`config.mk`:
```
export PLATFORM = sky130hd
export DESIGN_NAME = ffa_live_mem
export DESIGN_NICKNAME = d
export VERILOG_FILES = /design/src/rtl/ffa_live_mem.sv
export SDC_FILE = /design/constraint.sdc
export NUM_CORES = 2
export LEC_CHECK = 0
export BUFFER_PORTS_ARGS = -buffer_cell sky130_fd_sc_hd__buf_4
export CAP_MARGIN = 10
export CORE_MARGIN = 3
export CORE_UTILIZATION = 60
export CTS_CLUSTER_DIAMETER = 80
export CTS_CLUSTER_SIZE = 40
export DETAILED_ROUTE_END_ITERATION = 7
export GPL_ROUTABILITY_DRIVEN = 0
export PLACE_DENSITY = 0.87
export SLEW_MARGIN = 20
export SYNTH_ARGS = -nofsm -noshare
export SYNTH_HDL_FRONTEND = slang
export SYNTH_SLANG_ARGS = --single-unit
```
`constraint.sdc`:
```
create_clock -name clk -period 6.2 [get_ports clk]
set_input_delay 0.93 -clock clk [delete_from_list [all_inputs] [get_ports clk]]
set_output_delay 0.93 -clock clk [all_outputs]
set_load 0.03 [all_outputs]
```
`src/rtl/ffa_live_mem.sv`:
```
// Handle table memory holding start and length of each live allocation.
module ffa_live_mem #(
    parameter int DEPTH = 32,
    parameter int AW    = 5
) (
    input  logic          clk,
    input  logic          wr_en,
    input  logic [AW-1:0] wr_addr,
    input  logic [63:0]   wr_data,
    input  logic          rd_en,
    input  logic [AW-1:0] rd_addr,
    output logic [63:0]   rd_data
);
    logic [63:0] mem [DEPTH];

    always_ff @(posedge clk)
    begin
        if (wr_en)
        begin
            mem[wr_addr] <= wr_data;
        end
        if (rd_en)
        begin
            rd_data <= mem[rd_addr];
        end
    end

endmodule

```
======== Word level (Yosys, flattened, before mapping) ========
Memories as Yosys holds them, arrays and structs flattened. A register that Yosys moved wholly into a read port is not among the register bits.
Index checks and enable logic that the tools add are counted.
storage, ports and cells
  register bits after elaboration ......... 0
  memory bits (writable) .................. 2048
  input bits .............................. 77
  output and inout port bits .............. 64
  memories ................................ 1
operators by class
  mux-type cells .......................... 2
memory list
  name  depth  width  read ports  clocked after memory_dff  wr ports  RTL line  text
  mem   32     64     1           1                         1         14        logic [63:0] mem [DEPTH];
operator list
  kind               number
  1-bit two-way mux  2

======== Longest topological paths before layout ========
  depth after elaboration ................. 2
  gate-level depth with buffers ........... 9

======== Worst setup path after synthesis ========
OpenSTA, ideal clock, no wires.
  path type ............................... in2reg
  start ................................... input port wr_addr[1]
  end ..................................... memory mem[12][0], enable pin
  arrival ................................. 4.266 ns
  data required time ...................... 5.714 ns
  path slack .............................. 1.448 ns
  stages on the path ...................... 3
  buffers on the path ..................... 1
  path through ............................ or3b_2 > clkbuf_1 > nor2_1
RTL lines
  element          RTL line  text
  start, declared  8         input logic [AW-1:0] wr_addr,
  end, declared    14
Straight into the memory's write port.

==> impl_results.md <==
* Status: completed
* Xor/xnor share of the synthesized area at 0
* Slew Limit Fails at 0
* Final nets at around 3,300
* Initial core utilization at 0.605
* Row cnt at between 100 and 150
* Worst slew pin tran at 1.14 ns
* Vias in the first global route at 38,100
* Area leader, netlist: edfxtp_1
* TritonCTS buffer count at 60
* GR Util met2 at 0.494
* Critical setup path kind: in -> reg
* Largest net degree at the start of global routing at 100
* Max Fclk at 310 MHz
* YS warnings at 0
* Final ANT Viol Nets at 0
* Seq/Total Area, Yosys at 0.797
* CTS tree: done
* Post-synthesis cell count at 3,097
* First-pass GRT wire length at 291,000 µm
* Mean routed wirelength per cell at 41.0 µm
* Via/cell ratio at 7.40
* Startpoint types: primary input
* Clk sink count at 2,112
* Post-synth top area share at 0.797
* Chip width at 370 µm
* Worst vdd ir at 0.000231 V
* Drt total wl at 205,000 µm
* Synth cell types at 30
* Leakage Power at 25.7 nW
* MaxCap Viol Count at 0
* Setup_tns at 0 ns
* Hold-fix buffers at CTS at 0
* Initial antenna violation count at 14
* Mapped Avg Cell Area at 25.7 µm²
* Part of the power in combinational logic at 0.064
* GRT busiest layer: met2
* Chip height at 370 µm
* Post-synthesis compound-gate area fraction at 0.00462
* Slew Limit Headroom at 0.237
* Die area at between 100,000 and 150,000 µm²
* Post-CTS Setup Inserts at 0
* Switching part of the total power at 0.208
* Final hold violation count at 0
* Post-Synthesis Net Count at 3,174
* Post-synthesis adder-cell area fraction at 0
* Synth Register Bits at between 2,000 and 2,500
* # setup viols final at 0
* Layout cells sized above 1 at 0.311
* PostCTS Resize Cnt at 0
* Setup Skew at between 0.02 and 0.025 ns
* Worst-Skew Late Latency at 0.75 ns
* Syn-to-layout area delta at 7.08%
* Via count at 37,100
* Min cycle time layout at 3.22 ns
* GRT Total Usage at 0.305
* Core area at 132,000 µm²
* Drc violations at 0
* CP arrival at around 3.7 ns
* NetSw at 4.84 mW
* Critical path capture point type: flop
* Met3 Use GR at 0.0698
* CP max FO at 75
* Simple logic cell fraction of the synthesized area at 0.00376
* P_int at 18.4 mW
* RSZ-0062 raised after global routing: false
* Detailed Route Iter0 Violations at 6,762
* Cell area after synthesis at about 80,000 µm²
* Largest family of logic cells by synthesized area: multiplexers
* Final HPWL DP at 102,000 µm
* CP required at between 6 and 7 ns
* CTS max path bufs at 3
* Clock slew at reported path FFs at roughly 0.14 ns
* Reg power frac at 0.688
* Fin crit share at 0.520
* FILL cells at 7,527
* Boundary Pins at between 100 and 150
* Mux share of post-synthesis cell area at 0.186
* I/O Buffers at 140
* Pwr/cell area at 273 nW/µm²
* Hold crit path type: in -> reg
* GRT overflow at 0
* Placed cell area at 83,500 µm²
* Htree depth at 2
* Met1 usage at 0.411
* Clk pwr share at 0.247
* CTS root buf: clkbuf_16
* Fin area at 85,200 µm²
* Largest cells by area after synthesis: edfxtp_1 80%, mux4_2 17%, mux2_2 1.0%
* First-pass iteration count of the detailed router at 6
cell families after synthesis:
family	Yosys count
simple gates	64
mux	714
flops	2112
compound gates	50
buf+inv	157
layout make-up:
cell class | instances | area [µm²] | area share
Inverter | 1 | 3.75 | 0.0000440
Tap cell | 1755 | 2200 | 0.0258
Multi-Input combinational cell | 828 | 15700 | 0.184
Clock inverter | 14 | 138 | 0.00161
Timing Repair Buffer | 225 | 2240 | 0.0263
Clock buffer | 63 | 1530 | 0.0180
Sequential cell | 2112 | 63400 | 0.744
Antenna cell | 11 | 27.5 | 0.000323
placed cells by master, fill, tap and decap left out, types with 2 or more instances in the layout:
| master | count |
|---|---|
| diode_2 | 11 |
| clkbuf_16 | 61 |
| o221ai_1 | 3 |
| a211oi_1 | 3 |
| mux2_2 | 74 |
| nor2_4 | 32 |
| clkbuf_1 | 2 |
| nor2_1 | 9 |
| a221oi_1 | 12 |
| o31a_1 | 3 |
| clkinv_1 | 2 |
| o21ai_0 | 9 |
| nand2b_1 | 2 |
| and2_1 | 3 |
| o211ai_1 | 3 |
| clkinv_2 | 4 |
| nand3_1 | 2 |
| buf_4 | 179 |
| or3b_2 | 2 |
| nor2b_1 | 3 |
| buf_8 | 3 |
| nand3b_1 | 5 |
| buf_12 | 40 |
| mux4_2 | 602 |
| o2bb2ai_1 | 3 |
| mux2i_1 | 38 |
| o22ai_1 | 10 |
| a22oi_1 | 3 |
| inv_8 | 2 |
| buf_6 | 2 |
| edfxtp_1 | 2112 |
| nand2_1 | 3 |
power by group through the flow:
| stage | registers (mW) | clock network, mW | logic [mW] |
|---|---|---|---|
| after floorplan | 16.4 | 0 | 0.797 |
| after CTS | 16.0 | 5.75 | 1.49 |
| after detailed placement | 16.3 | 0 | 1.46 |
| final | 16.0 | 5.75 | 1.49 |
| after global placement | 16.3 | 0 | 1.39 |
| after global routing | 16.0 | 6.14 | 1.57 |
registers in the layout, summed over array words and instances (netlist names):
register / cells
mem: 2048
rd_data: 64
per-stage QoR:
stage / util / cells / hold slack, ns / worst slack (ns) / total power [mW]
after floorplan: - / 3097 / 0.798 / 1.45 / 17.2
after global placement: 0.634 / 4917 / 0.896 / 2.31 / 17.7
after detailed placement: 0.634 / 4917 / 0.934 / 2.23 / 17.8
after CTS: 0.647 / 4994 / 0.529 / 2.99 / 23.2
after global routing: 0.647 / 5002 / 0.554 / 2.86 / 23.7
final: 0.648 / 5009 / 0.566 / 2.98 / 23.3
layer usage:
layer	vias to the layer above	part of all wire
met5	-	0.00031
met4	10	0.047
met3	618	0.14
met2	3487	0.50
met1	19300	0.32
li1	13600	-
synthesized netlist by cell type:
library cell,instances
o21ai_0,9
o221ai_1,3
or3b_2,2
a22oi_1,3
or3_1,1
buf_2,65
mux2_2,74
nand2_1,3
o22ai_1,10
o211ai_1,3
and2_0,1
o31a_1,3
nand3b_1,5
buf_6,3
o2bb2ai_1,3
inv_2,1
mux4_2,602
nor2_1,41
clkbuf_1,55
nand2b_1,2
edfxtp_1,2112
nor2b_1,4
and2_1,3
buf_1,19
buf_4,14
a221oi_1,12
a22o_1,1
mux2i_1,38
nand3_1,2
a211oi_1,3
path summary, 6_finish.rpt:
check	start	to	cells past startpoint	slack, ns
max	rd_addr[0]	rd_data[54]$_DFFE_PP_	5	2.98
min	wr_data[41]	mem[21][41]$_DFFE_PP_	1	0.57
max reg2reg	mem[8][60]$_DFFE_PP_	rd_data[60]$_DFFE_PP_	3	4.03
min reg2reg	mem[14][36]$_DFFE_PP_	rd_data[36]$_DFFE_PP_	4	0.95
worst max-delay path, cell delays in order:
cell and delay [ns]:
buf_8 0.67, buf_4 0.53, mux4_2 0.60, mux4_2 0.50, mux2_2 0.30
Note: power is estimated with default switching activity, not from simulation.
